File: src/design/kpm_pkg.sv
// Package with shared types, constants and a helper function of the Karatsuba multiplier.
`timescale 1ns / 1ps
`default_nettype none
package kpm_pkg;

    localparam int MAX_COEFFS_DEF = 32;
    localparam int COEF_W         = 16;
    localparam int PROD_W         = 32;
    localparam int OUT_W          = 37;
    localparam int LEN_W          = 6;
    localparam int K_W            = 6;
    localparam int CNT_W          = 7;

    // One finished load, handed from the front to the back.
    typedef struct packed {
        logic             bank;
        logic [LEN_W-1:0] len;
        logic             ovf;
    } job_t;

    typedef enum logic [2:0] {
        B_IDLE,
        B_START,
        B_READ,
        B_MUL,
        B_ACC,
        B_EMIT
    } back_state_t;

    // Number of product coefficients for a load of len pairs.
    function automatic logic [CNT_W-1:0] result_count(input logic [LEN_W-1:0] len);
        logic [CNT_W-1:0] n;
        n = CNT_W'(1);
        for (int s = 0; s < LEN_W; s++) begin
            if (n < {1'b0, len})
            begin
                n = n << 1;
            end
        end
        if (n == CNT_W'(1))
        begin
            result_count = CNT_W'(1);
        end
        else
        begin
            result_count = n << 1;
        end
    endfunction

endpackage
`default_nettype wire

File: src/design/kpm_ram.sv
// Generic single-port-write, single-port-read RAM with registered read data.
`timescale 1ns / 1ps
`default_nettype none
module kpm_ram #(
    parameter int WIDTH = 16,
    parameter int DEPTH = 64
) (
    input  wire logic                     clk,
    input  wire logic                     we,
    input  wire logic [$clog2(DEPTH)-1:0] waddr,
    input  wire logic [WIDTH-1:0]         wdata,
    input  wire logic [$clog2(DEPTH)-1:0] raddr,
    output logic [WIDTH-1:0]              rdata
);

    logic [WIDTH-1:0] mem [DEPTH];

    always_ff @(posedge clk)
    begin
        if (we)
        begin
            mem[waddr] <= wdata;
        end
        rdata <= mem[raddr];
    end

endmodule
`default_nettype wire

File: src/design/kpm_front.sv
// Load side: writes coefficient pairs into the current bank and closes a job on the last pair.
`timescale 1ns / 1ps
`default_nettype none
module kpm_front #(
    parameter int MAX_COEFFS = kpm_pkg::MAX_COEFFS_DEF,
    parameter int AW         = 5
) (
    input  wire logic                          clk,
    input  wire logic                          rst_n,
    input  wire logic                          accept,
    input  wire logic                          last_pair,
    output logic                               we,
    output logic [AW:0]                        waddr,
    output logic                               job_push,
    output kpm_pkg::job_t                      job
);

    logic [kpm_pkg::LEN_W-1:0] count_reg, count_next;
    logic                      ovf_reg, ovf_next;
    logic                      bank_reg, bank_next;
    logic                      has_room;

    assign has_room = (count_reg < kpm_pkg::LEN_W'(MAX_COEFFS));
    assign we       = accept && has_room;
    assign waddr    = {bank_reg, count_reg[AW-1:0]};
    assign job_push = accept && last_pair;

    always_comb
    begin
        job.bank = bank_reg;
        job.len  = has_room ? count_reg + kpm_pkg::LEN_W'(1) : count_reg;
        job.ovf  = ovf_reg || !has_room;
    end

    always_comb
    begin
        count_next = count_reg;
        ovf_next   = ovf_reg;
        bank_next  = bank_reg;
        if (accept)
        begin
            if (last_pair)
            begin
                count_next = '0;
                ovf_next   = 1'b0;
                bank_next  = !bank_reg;
            end
            else if (has_room)
            begin
                count_next = count_reg + kpm_pkg::LEN_W'(1);
            end
            else
            begin
                ovf_next = 1'b1;
            end
        end
    end

    always_ff @(posedge clk or negedge rst_n)
    begin
        if (!rst_n)
        begin
            count_reg <= '0;
            ovf_reg   <= 1'b0;
            bank_reg  <= 1'b0;
        end
        else
        begin
            count_reg <= count_next;
            ovf_reg   <= ovf_next;
            bank_reg  <= bank_next;
        end
    end

endmodule
`default_nettype wire

File: src/design/kpm_job_q.sv
// Two-entry job queue between the load side and the compute side.
`timescale 1ns / 1ps
`default_nettype none
module kpm_job_q (
    input  wire logic          clk,
    input  wire logic          rst_n,
    input  wire logic          push,
    input  wire kpm_pkg::job_t push_job,
    input  wire logic          pop,
    output logic               full,
    output logic               head_valid,
    output kpm_pkg::job_t      head_job
);

    kpm_pkg::job_t entry_reg [2];
    logic          head_reg, head_next;
    logic [1:0]    count_reg, count_next;
    logic          wr_ptr;

    assign full       = (count_reg == 2'd2);
    assign head_valid = (count_reg != 2'd0);
    assign head_job   = entry_reg[head_reg];
    assign wr_ptr     = head_reg ^ count_reg[0];

    always_comb
    begin
        head_next  = pop ? !head_reg : head_reg;
        count_next = count_reg + 2'(push) - 2'(pop);
    end

    always_ff @(posedge clk)
    begin
        if (push)
        begin
            entry_reg[wr_ptr] <= push_job;
        end
    end

    always_ff @(posedge clk or negedge rst_n)
    begin
        if (!rst_n)
        begin
            head_reg  <= 1'b0;
            count_reg <= '0;
        end
        else
        begin
            head_reg  <= head_next;
            count_reg <= count_next;
        end
    end

endmodule
`default_nettype wire

File: src/design/kpm_back.sv
// Compute side: forms each product coefficient as a sum of products and holds it for transfer.
`timescale 1ns / 1ps
`default_nettype none
module kpm_back #(
    parameter int AW = 5
) (
    input  wire logic                          clk,
    input  wire logic                          rst_n,
    input  wire logic                          job_valid,
    input  wire kpm_pkg::job_t                 job,
    output logic                               job_pop,
    output logic [AW:0]                        raddr_a,
    output logic [AW:0]                        raddr_b,
    input  wire logic [kpm_pkg::COEF_W-1:0]    rdata_a,
    input  wire logic [kpm_pkg::COEF_W-1:0]    rdata_b,
    input  wire logic                          pop,
    output logic                               empty,
    output logic signed [kpm_pkg::OUT_W-1:0]   coef_out,
    output logic                               last_out,
    output logic                               overflow
);

    kpm_pkg::back_state_t state_reg, state_next;
    logic [kpm_pkg::K_W-1:0]          k_reg, k_next;
    logic [AW-1:0]                    i_reg, i_next, hi_reg, hi_next;
    logic signed [kpm_pkg::OUT_W-1:0] acc_reg, acc_next;
    logic signed [kpm_pkg::PROD_W-1:0] prod_reg, prod_next;
    logic                             out_valid_reg, out_valid_next;
    logic signed [kpm_pkg::OUT_W-1:0] out_coef_reg, out_coef_next;
    logic                             out_last_reg, out_last_next;
    logic                             out_ovf_reg, out_ovf_next;

    logic [kpm_pkg::CNT_W-1:0] count;
    logic [kpm_pkg::K_W-1:0]   last_k;
    logic [kpm_pkg::CNT_W-1:0] k7, l7, lo7, hi7, kb7;
    logic                      no_terms, slot_free, is_last;

    assign count     = kpm_pkg::result_count(job.len);
    assign last_k    = kpm_pkg::K_W'(count - kpm_pkg::CNT_W'(1));
    assign k7        = {1'b0, k_reg};
    assign l7        = {1'b0, job.len};
    assign lo7       = (k7 >= l7) ? k7 - l7 + kpm_pkg::CNT_W'(1) : '0;
    assign hi7       = (k7 < l7) ? k7 : l7 - kpm_pkg::CNT_W'(1);
    assign no_terms  = (k7 + kpm_pkg::CNT_W'(1)) >= (l7 << 1);
    assign kb7       = k7 - kpm_pkg::CNT_W'(i_reg);
    assign slot_free = !out_valid_reg || pop;
    assign is_last   = (k_reg == last_k);

    assign raddr_a = {job.bank, i_reg};
    assign raddr_b = {job.bank, kb7[AW-1:0]};

    assign empty    = !out_valid_reg;
    assign coef_out = out_coef_reg;
    assign last_out = out_last_reg;
    assign overflow = out_ovf_reg;

    // Next state.
    always_comb
    begin
        state_next = state_reg;
        case (state_reg)
            kpm_pkg::B_IDLE:
            begin
                if (job_valid)
                begin
                    state_next = kpm_pkg::B_START;
                end
            end
            kpm_pkg::B_START: state_next = no_terms ? kpm_pkg::B_EMIT : kpm_pkg::B_READ;
            kpm_pkg::B_READ:  state_next = kpm_pkg::B_MUL;
            kpm_pkg::B_MUL:   state_next = kpm_pkg::B_ACC;
            kpm_pkg::B_ACC:   state_next = (i_reg == hi_reg) ? kpm_pkg::B_EMIT : kpm_pkg::B_READ;
            kpm_pkg::B_EMIT:
            begin
                if (slot_free)
                begin
                    state_next = is_last ? kpm_pkg::B_IDLE : kpm_pkg::B_START;
                end
            end
            default: state_next = kpm_pkg::B_IDLE;
        endcase
    end

    // Datapath and outputs.
    always_comb
    begin
        k_next         = k_reg;
        i_next         = i_reg;
        hi_next        = hi_reg;
        acc_next       = acc_reg;
        prod_next      = prod_reg;
        out_valid_next = out_valid_reg && !pop;
        out_coef_next  = out_coef_reg;
        out_last_next  = out_last_reg;
        out_ovf_next   = out_ovf_reg;
        job_pop        = 1'b0;
        case (state_reg)
            kpm_pkg::B_IDLE:
            begin
                k_next = '0;
            end
            kpm_pkg::B_START:
            begin
                acc_next = '0;
                i_next   = lo7[AW-1:0];
                hi_next  = hi7[AW-1:0];
            end
            kpm_pkg::B_MUL:
            begin
                prod_next = $signed(rdata_a) * $signed(rdata_b);
            end
            kpm_pkg::B_ACC:
            begin
                acc_next = acc_reg + kpm_pkg::OUT_W'(prod_reg);
                i_next   = i_reg + AW'(1);
            end
            kpm_pkg::B_EMIT:
            begin
                if (slot_free)
                begin
                    out_valid_next = 1'b1;
                    out_coef_next  = acc_reg;
                    out_last_next  = is_last;
                    out_ovf_next   = job.ovf;
                    k_next         = k_reg + kpm_pkg::K_W'(1);
                    job_pop        = is_last;
                end
            end
            default:
            begin
                k_next = k_reg;
            end
        endcase
    end

    always_ff @(posedge clk)
    begin
        k_reg        <= k_next;
        i_reg        <= i_next;
        hi_reg       <= hi_next;
        acc_reg      <= acc_next;
        prod_reg     <= prod_next;
        out_coef_reg <= out_coef_next;
        out_last_reg <= out_last_next;
        out_ovf_reg  <= out_ovf_next;
    end

    always_ff @(posedge clk or negedge rst_n)
    begin
        if (!rst_n)
        begin
            state_reg     <= kpm_pkg::B_IDLE;
            out_valid_reg <= 1'b0;
        end
        else
        begin
            state_reg     <= state_next;
            out_valid_reg <= out_valid_next;
        end
    end

endmodule
`default_nettype wire

File: src/design/karatsuba_polynomial_multiply_top.sv
// Top level of the polynomial multiplier: load side, job queue, two coefficient RAMs, compute side.
`timescale 1ns / 1ps
`default_nettype none
// Coefficient pairs are pushed lowest degree first, one transfer per cycle while full is
// low; the pair with last_pair set closes a polynomial pair. Up to MAX_COEFFS pairs are
// kept; later pairs are dropped and every result of that product then has overflow set.
// The loaded length L is padded to the next power of two n and the block delivers 2n
// product coefficients (one when n is 1), lowest degree first, last_out on the final
// one; when n is above 1 the top coefficient is always zero. The product is exact, so it
// equals the Karatsuba result bit for bit. Loads go into one of two RAM banks while the
// compute side works on the other, so a new load streams in at full rate while an
// earlier product is being computed, with full raised only when two finished loads are
// waiting. The compute side uses one 16x16 multiplier and a 37-bit accumulator: once it
// has picked up a job, each coefficient goes through a setup state, a RAM read, a multiply
// and an accumulate step for each contributing term, and a state that places it in the
// output register when that register is free. The output register lets one result wait
// for pop while the next is built.
module karatsuba_polynomial_multiply_top #(
    parameter int MAX_COEFFS = kpm_pkg::MAX_COEFFS_DEF
) (
    input  wire logic                              clk,
    input  wire logic                              rst_n,
    input  wire logic                              push,
    output logic                                   full,
    input  wire logic signed [kpm_pkg::COEF_W-1:0] coef_a,
    input  wire logic signed [kpm_pkg::COEF_W-1:0] coef_b,
    input  wire logic                              last_pair,
    output logic                                   empty,
    input  wire logic                              pop,
    output logic signed [kpm_pkg::OUT_W-1:0]       coef_out,
    output logic                                   last_out,
    output logic                                   overflow
);

    // Per-bank index width; one extra address bit selects the bank.
    localparam int AW    = (MAX_COEFFS > 1) ? $clog2(MAX_COEFFS) : 1;
    localparam int DEPTH = 2 << AW;

    logic          accept;
    logic          we;
    logic [AW:0]   waddr, raddr_a, raddr_b;
    logic [kpm_pkg::COEF_W-1:0] rdata_a, rdata_b;
    logic          job_push, job_pop, job_valid;
    kpm_pkg::job_t new_job, head_job;

    // A pair transfers whenever push is high and the job queue has room.
    assign accept = push && !full;

    kpm_front #(
        .MAX_COEFFS (MAX_COEFFS),
        .AW         (AW)
    ) u_front (
        .clk       (clk),
        .rst_n     (rst_n),
        .accept    (accept),
        .last_pair (last_pair),
        .we        (we),
        .waddr     (waddr),
        .job_push  (job_push),
        .job       (new_job)
    );

    kpm_ram #(
        .WIDTH (kpm_pkg::COEF_W),
        .DEPTH (DEPTH)
    ) u_ram_a (
        .clk   (clk),
        .we    (we),
        .waddr (waddr),
        .wdata (coef_a),
        .raddr (raddr_a),
        .rdata (rdata_a)
    );

    kpm_ram #(
        .WIDTH (kpm_pkg::COEF_W),
        .DEPTH (DEPTH)
    ) u_ram_b (
        .clk   (clk),
        .we    (we),
        .waddr (waddr),
        .wdata (coef_b),
        .raddr (raddr_b),
        .rdata (rdata_b)
    );

    // A job stays at the head until its last coefficient is placed in the output register,
    // which keeps its bank from being reloaded while it is still read.
    kpm_job_q u_job_q (
        .clk        (clk),
        .rst_n      (rst_n),
        .push       (job_push),
        .push_job   (new_job),
        .pop        (job_pop),
        .full       (full),
        .head_valid (job_valid),
        .head_job   (head_job)
    );

    kpm_back #(
        .AW (AW)
    ) u_back (
        .clk       (clk),
        .rst_n     (rst_n),
        .job_valid (job_valid),
        .job       (head_job),
        .job_pop   (job_pop),
        .raddr_a   (raddr_a),
        .raddr_b   (raddr_b),
        .rdata_a   (rdata_a),
        .rdata_b   (rdata_b),
        .pop       (pop),
        .empty     (empty),
        .coef_out  (coef_out),
        .last_out  (last_out),
        .overflow  (overflow)
    );

endmodule
`default_nettype wire

File: config.mk
export PLATFORM = sky130hd
export DESIGN_NAME = karatsuba_polynomial_multiply_top
export DESIGN_NICKNAME = d
export VERILOG_FILES = /design/src/design/kpm_pkg.sv /design/src/design/kpm_ram.sv /design/src/design/kpm_front.sv /design/src/design/kpm_job_q.sv /design/src/design/kpm_back.sv /design/src/design/karatsuba_polynomial_multiply_top.sv
export SDC_FILE = /design/constraint.sdc
export NUM_CORES = 2
export LEC_CHECK = 0
export BUFFER_PORTS_ARGS = -buffer_cell sky130_fd_sc_hd__buf_2
export CAP_MARGIN = 20
export CORE_MARGIN = 4
export CORE_UTILIZATION = 42
export DETAILED_ROUTE_END_ITERATION = 8
export GPL_TIMING_DRIVEN = 0
export SYNTH_ARGS = -nofsm -noshare
export SYNTH_HDL_FRONTEND = slang
export SYNTH_SLANG_ARGS = --single-unit
File: constraint.sdc
create_clock -name clk -period 12.7 [get_ports clk]
set_input_delay 3.81 -clock clk [delete_from_list [all_inputs] [get_ports clk]]
set_output_delay 3.81 -clock clk [all_outputs]
set_load 0.05 [all_outputs]
# After elaboration in Yosys (flattened, before gate mapping)
# Memories as Yosys holds them, arrays and structs flattened. A register that Yosys moved wholly into a read port is not among the register bits.
# Index checks and enable logic that the tools add are counted.
# classes
addsub	12
n_mul	1
div	0
order_cmp	10
n_eq_ne	12
shifts	0
mux	31
n_bitwise	1
n_reduce_logical	21
# ops
cell	n
$pmux W37 S2	1
$add A37 B32 Y37	1
$mux W7	5
$mul A16 B16 Y32	1
$lt A7 B6 Y1	4
$mux W6	4
$pmux W3 S6	1
$add A6 B1 Y6 const B	2
$mux W3	4
$pmux W6 S2	1
$mux W1	11
$add A5 B1 Y5 const B	2
$mux W5	2
$pmux W5 S2	1
$reduce_and A2 Y1	5
$sub A5 B5 Y5	2
$add A6 B1 Y7 const B	1
$eq A7 B1 Y1 const B	1
$ge A7 B7 Y1	1
$eq A3 B2 Y1 const B	2
$eq A3 B3 Y1 const B	2
$eq A6 B6 Y1	1
$ge A6 B6 Y1	1
$logic_not A1 Y1	6
other kinds (19)	26
# word_totals
regBits	139
latch_bits	0
ram_bits	2064
rom_bits	0
input_bits	37
out_inout_bits	41
n_memories	3
# mem_list
memory	words	width	rd	rd_clocked_by_memory_dff	write_ports	line_no	rtl
u_ram_a.mem	64	16	1	1	1	kpm_ram.sv:16	logic [WIDTH-1:0] mem [DEPTH];
u_ram_b.mem	64	16	1	1	1	kpm_ram.sv:16	
u_job_q.entry_reg	2	8	1	0	1	kpm_job_q.sv:15	kpm_pkg::job_t entry_reg [2];

# Depth between registers and ports, before layout
# An unclocked memory read counts as a cell.
# logic_depth
word_depth	20
mapped_depth	47
ltp_nobuf	43

# Cells and area by module
# Synthesis repeated with hierarchy kept, for this count alone.
# hier_totals
hier_cells	5525
area_unflattened_um2	99030.0
# by_module_without_submodules
module	n_inst	cells_each	area_per_inst_um2	seq_area_each_um2
kpm_ram	2	1829	40042.2	31069.8
kpm_back	1	1775	17661.9	3823.7
kpm_job_q	1	40	749.5	555.5
kpm_front	1	51	520.5	200.2
karatsuba_polynomial_multiply_top	1	1	13.8	0.0

# Worst setup path after synthesis
# No wires, ideal clock.
# synth_path
path_kind	register to register
startpoint	reg u_job_q.head_reg
endpoint	reg u_job_q.count_reg[1]
arrival_time_ps	9225
t_required_ps	12577
setup_slack_ps	3353
path_stages_with_launch	46
synth_period_minus_slack_ps	9347
path_cell_list	dfrtp_1 -> buf_6 -> or4_4 -> a21oi_1 -> o21ai_0 -> ha_1 -> o211a_1 -> o2111a_1 -> a311oi_1 -> nand2_1 -> inv_1 -> ha_1 -> o21a_1 -> o221a_2 -> nor2b_2 -> or2_1 -> buf_2 -> nand2_1 -> [10 not listed] -> ha_1 -> o21a_1 -> o2111ai_1 -> and2_1 -> or4_4 -> nor2_1 -> ha_1 -> o221ai_1 -> a211o_1 -> mux2_4 -> a22o_1 -> nand4b_4 -> inv_1 -> ha_1 -> inv_1 -> ha_1 -> xnor2_1 -> xnor2_1
# synth_between
elab_chain_len	20
# synth_rtl
item	line_no	rtl
start, declared	kpm_job_q.sv:16	logic head_reg, head_next;
start signal, assigned	kpm_job_q.sv:48	head_reg <= head_next;
$mem_v2 Z2 W8 (*)	--	
$lt A1 B6 Y1	kpm_pkg.sv:35	if (n < {1'b0, len})
$mux W2	kpm_pkg.sv:35	
$lt A2 B6 Y1	kpm_pkg.sv:35	
$mux W7	kpm_pkg.sv:35	
$lt A7 B6 Y1	kpm_pkg.sv:35	
$mux W7	kpm_pkg.sv:35	
$lt A7 B6 Y1	kpm_pkg.sv:35	
[6 not listed]	--	
$mux W6 (*)	kpm_pkg.sv:40	if (n == CNT_W'(1))
$sub A6 B1 Y6 (*)	kpm_back.sv:39	assign last_k = kpm_pkg::K_W'(count - kpm_pkg::CNT_W'(1));
$eq A6 B6 Y1 (*)	kpm_back.sv:47	assign is_last = (k_reg == last_k);
$mux W1 (*)	kpm_back.sv:119	if (slot_free)
$mux W1 (*)	kpm_back.sv:97	case (state_reg)
named net job_pop	karatsuba_polynomial_multiply_top.sv:43	logic job_push, job_pop, job_valid;
$sub A2 B1 Y2 (*)	kpm_job_q.sv:28	count_next = count_reg + 2'(push) - 2'(pop);
named net u_job_q.count_next[1]	kpm_job_q.sv:17	logic [1:0] count_reg, count_next;
end signal, assigned	kpm_job_q.sv:49	count_reg <= count_next;
end, declared	kpm_job_q.sv:17	
# Mark *: on every way through the listed nets, which the timed path passes. The rest lies on a longest branch.
# A chain may end at the register's enable or synchronous reset.

# Worst setup path in the final report
# Ends and elaborated chain as after synthesis.

==> results.yml <==
timing:
  max_slew_margin_pct: 19.7
  tightestPinTransition_ns: 1.20
  fin_tns_setup_ns: 0
  rsz0062_at_grt: "no"
  hold_viol: 0
  fin_hold_ws_ns: 0.461
  maxSlewViolCount: 0
  fin_skew_ns: 0.0818
  fmax_mhz: 94.4
  period_minus_slack_ns: 10.59
  final-setup-viol-count: 0
  period_share_pct: 83.4
clocking:
  clock-root-buffer: "clkbuf_16"
  clock-sinks: 2235
  clk_pin_slew_worst_paths_ns: 0.06
  ctsHoldBuffers: 0
  h-tree-depth: 4
  clk_path_buf_depth: 3
  cts_tree: "done"
  insertion_delay_ns: 0.89
  cts.repair.resized: 0
  cts_buffers: 223
  postCtsSetupBuffers: 0
worst_setup_path:
  crit_path_frequent_cell: "ha_1"
  path_max_fanout: 10
  crit_arrival_ns: 11.28
  startpoint_type: "flip-flop"
  critPathMaxStageDelay_ns: 0.64
  cp.required_ns: 13.39
  end_kind: "flip-flop"
  worstSetupPathType: "reg -> reg"
  crit_path_top_delay_cell: "a311oi_1"
logic_synthesis:
  syn_nets: 5399
  ys_warn_count: 0
  post_synth_num_cell_types: 87
  synth-seq-cells: 2235
  synth-async-reset-ratio_pct: 0.671
  netlist_instances: 4935
  synth_ff_type: "edfxtp_1"
  synth_edf_count: 2188
  avgSynthCellArea_sq_um: 19.7
  syn_area_sq_um: 97300
  synth_seq_area_share_pct: 68.6
drt:
  wirelength_met1_mm: 105
  drt_iter0_drc: 5573
  met2_length_mm: 119
  route.met3.wl_mm: 19.0
  dr.max_layer_used: "met5"
  vias_per_cell: 5.71
  drtPass1Iterations: 6
  drt_wl_total_mm: 250
  remaining_drc_errors: 0
  final_antenna_net_count: 0
  vias: 49200
  wire_per_inst_um: 29.0
cells_and_area:
  multi_input_area_sq_um: 29000
  final_common_cell: "edfxtp_1"
  fill_cells: 18800
  drive_gt1_share_pct: 23.6
  final_cell_mix: "edfxtp_1 (2,188), mux4_2 (656), inv_1 (342), fa_1 (266), clkbuf_16 (227)"
  syn_to_final_growth_pct: 15.0
  reg.largest.list: "u_ram_a.mem (1024), u_ram_b.mem (1024)"
  nNetsFinal: 5855
  regArea_sq_um: 66700
global_route:
  grt_pass1_wl_mm: 361
  antenna_found_initial: 14
  grt-ovfl-total: 0
  track_usage_pct: 21.0
  grt_max_degree: 65
  grt_pass1_vias: 49800
floorplan:
  core_sq_um: 230000
  die_x_um: 489
  fp.dieArea_sq_um: 239000
  ios: 78
  fp.dieH_um: 489
  std_cell_rows: 176
  initial_utilization_pct: 42.3
outcome:
  status: "completed"
placement:
  gp_congestion: 0.889
  dp_hpwl_mm: 167
  numPortBuffers: 77
flow_run:
  max_cap_viol_count: 0
hold_path:
  worstHoldPathType: "reg -> reg"
## area by class of cell
class / instances / share of cell area, %
Buffer: 212 / 0.732
Clock buffer: 282 / 5.30
Timing Repair Buffer: 231 / 2.87
Tap cell: 3026 / 3.38
Clock inverter: 131 / 1.03
Antenna cell: 6 / 0.0134
Inverter: 342 / 1.15
Sequential cell: 2235 / 59.6
Multi-Input combinational cell: 2146 / 25.9
## worst paths after layout
| check | from | end | slack, ns | cells past startpoint |
|---|---|---|---|---|
| setup reg to reg | u_job_q.head_reg | u_job_q.count_reg[1] | 2.11 | 45 |
| max in group asynchronous | rst_n | u_front.count_reg[3] | 9.42 | 1 |
| setup / recovery | u_job_q.head_reg | u_job_q.count_reg[1] | 2.11 | 45 |
| hold reg to reg | u_back.acc_reg[19] | u_back.coef_out[19] | 0.46 | 0 |
| hold / removal | u_back.acc_reg[19] | u_back.coef_out[19] | 0.46 | 0 |
| min in group asynchronous | rst_n | u_front.count_reg[4] | 2.91 | 1 |
## kinds of logic (layout without fill, tap and decap cells)
group | count (synthesis) | count (layout) | share of synthesized area, %
AO/OA/AOI/OAI | 282 | 282 | 1.97
XOR/XNOR | 99 | 99 | 0.891
adder cells (fa/ha/maj) | 427 | 427 | 7.54
buffers and inverters | 554 | 1198 | 2.16
flip-flops | 2235 | 2235 | 68.6
multiplexers | 702 | 702 | 15.7
other | 0 | 6 | 0
AND/OR/NAND/NOR | 636 | 636 | 3.17
## stage by stage
step                instance area, sq um  worst slack (ns)  utilization [%]  cells
floorplan                          97300              3.35                -   4935
global placement                  101000              2.30             44.1   8038
detailed placement                104000              2.26             45.1   8139
CTS                               111000              2.19             48.2   8552
global route                      112000              1.48             48.6   8608
finish                            112000              2.11             48.6   8611
## routing by layer
layer | vias to the layer above | track usage [%]
met5 | - | 0
met2 | 2011 | 33.6
li1 | 20400 | -
met4 | 4 | 5.09
met1 | 26400 | 30.1
met3 | 349 | 3.99
## cell usage after synthesis, drive strengths merged (32+ instances only)
cell / count / area (sq um)
and2: 121 / 757
nor2: 159 / 597
fa: 266 / 5330
o21ai: 68 / 352
a21o: 33 / 248
buf: 55 / 230
dfxtp: 32 / 641
inv: 342 / 1280
a21oi: 75 / 390
clkbuf: 157 / 589
edfxtp: 2188 / 65700
ha: 161 / 2010
mux4: 656 / 14800
xnor2: 70 / 613
nand2: 210 / 788
## critical path: cells and delay by family (launching register included)
kind            cells  cell delay (ns)
buf+inv             7             1.00
fa+ha+maj           7             1.92
mux                 1             0.31
xor+xnor            2             0.26
simple gates       11             2.74
flops               1             0.37
compound gates     17             3.85
Power is not shown: default switching activity piles up to over one toggle a cycle in this logic, so the estimate is an artifact.
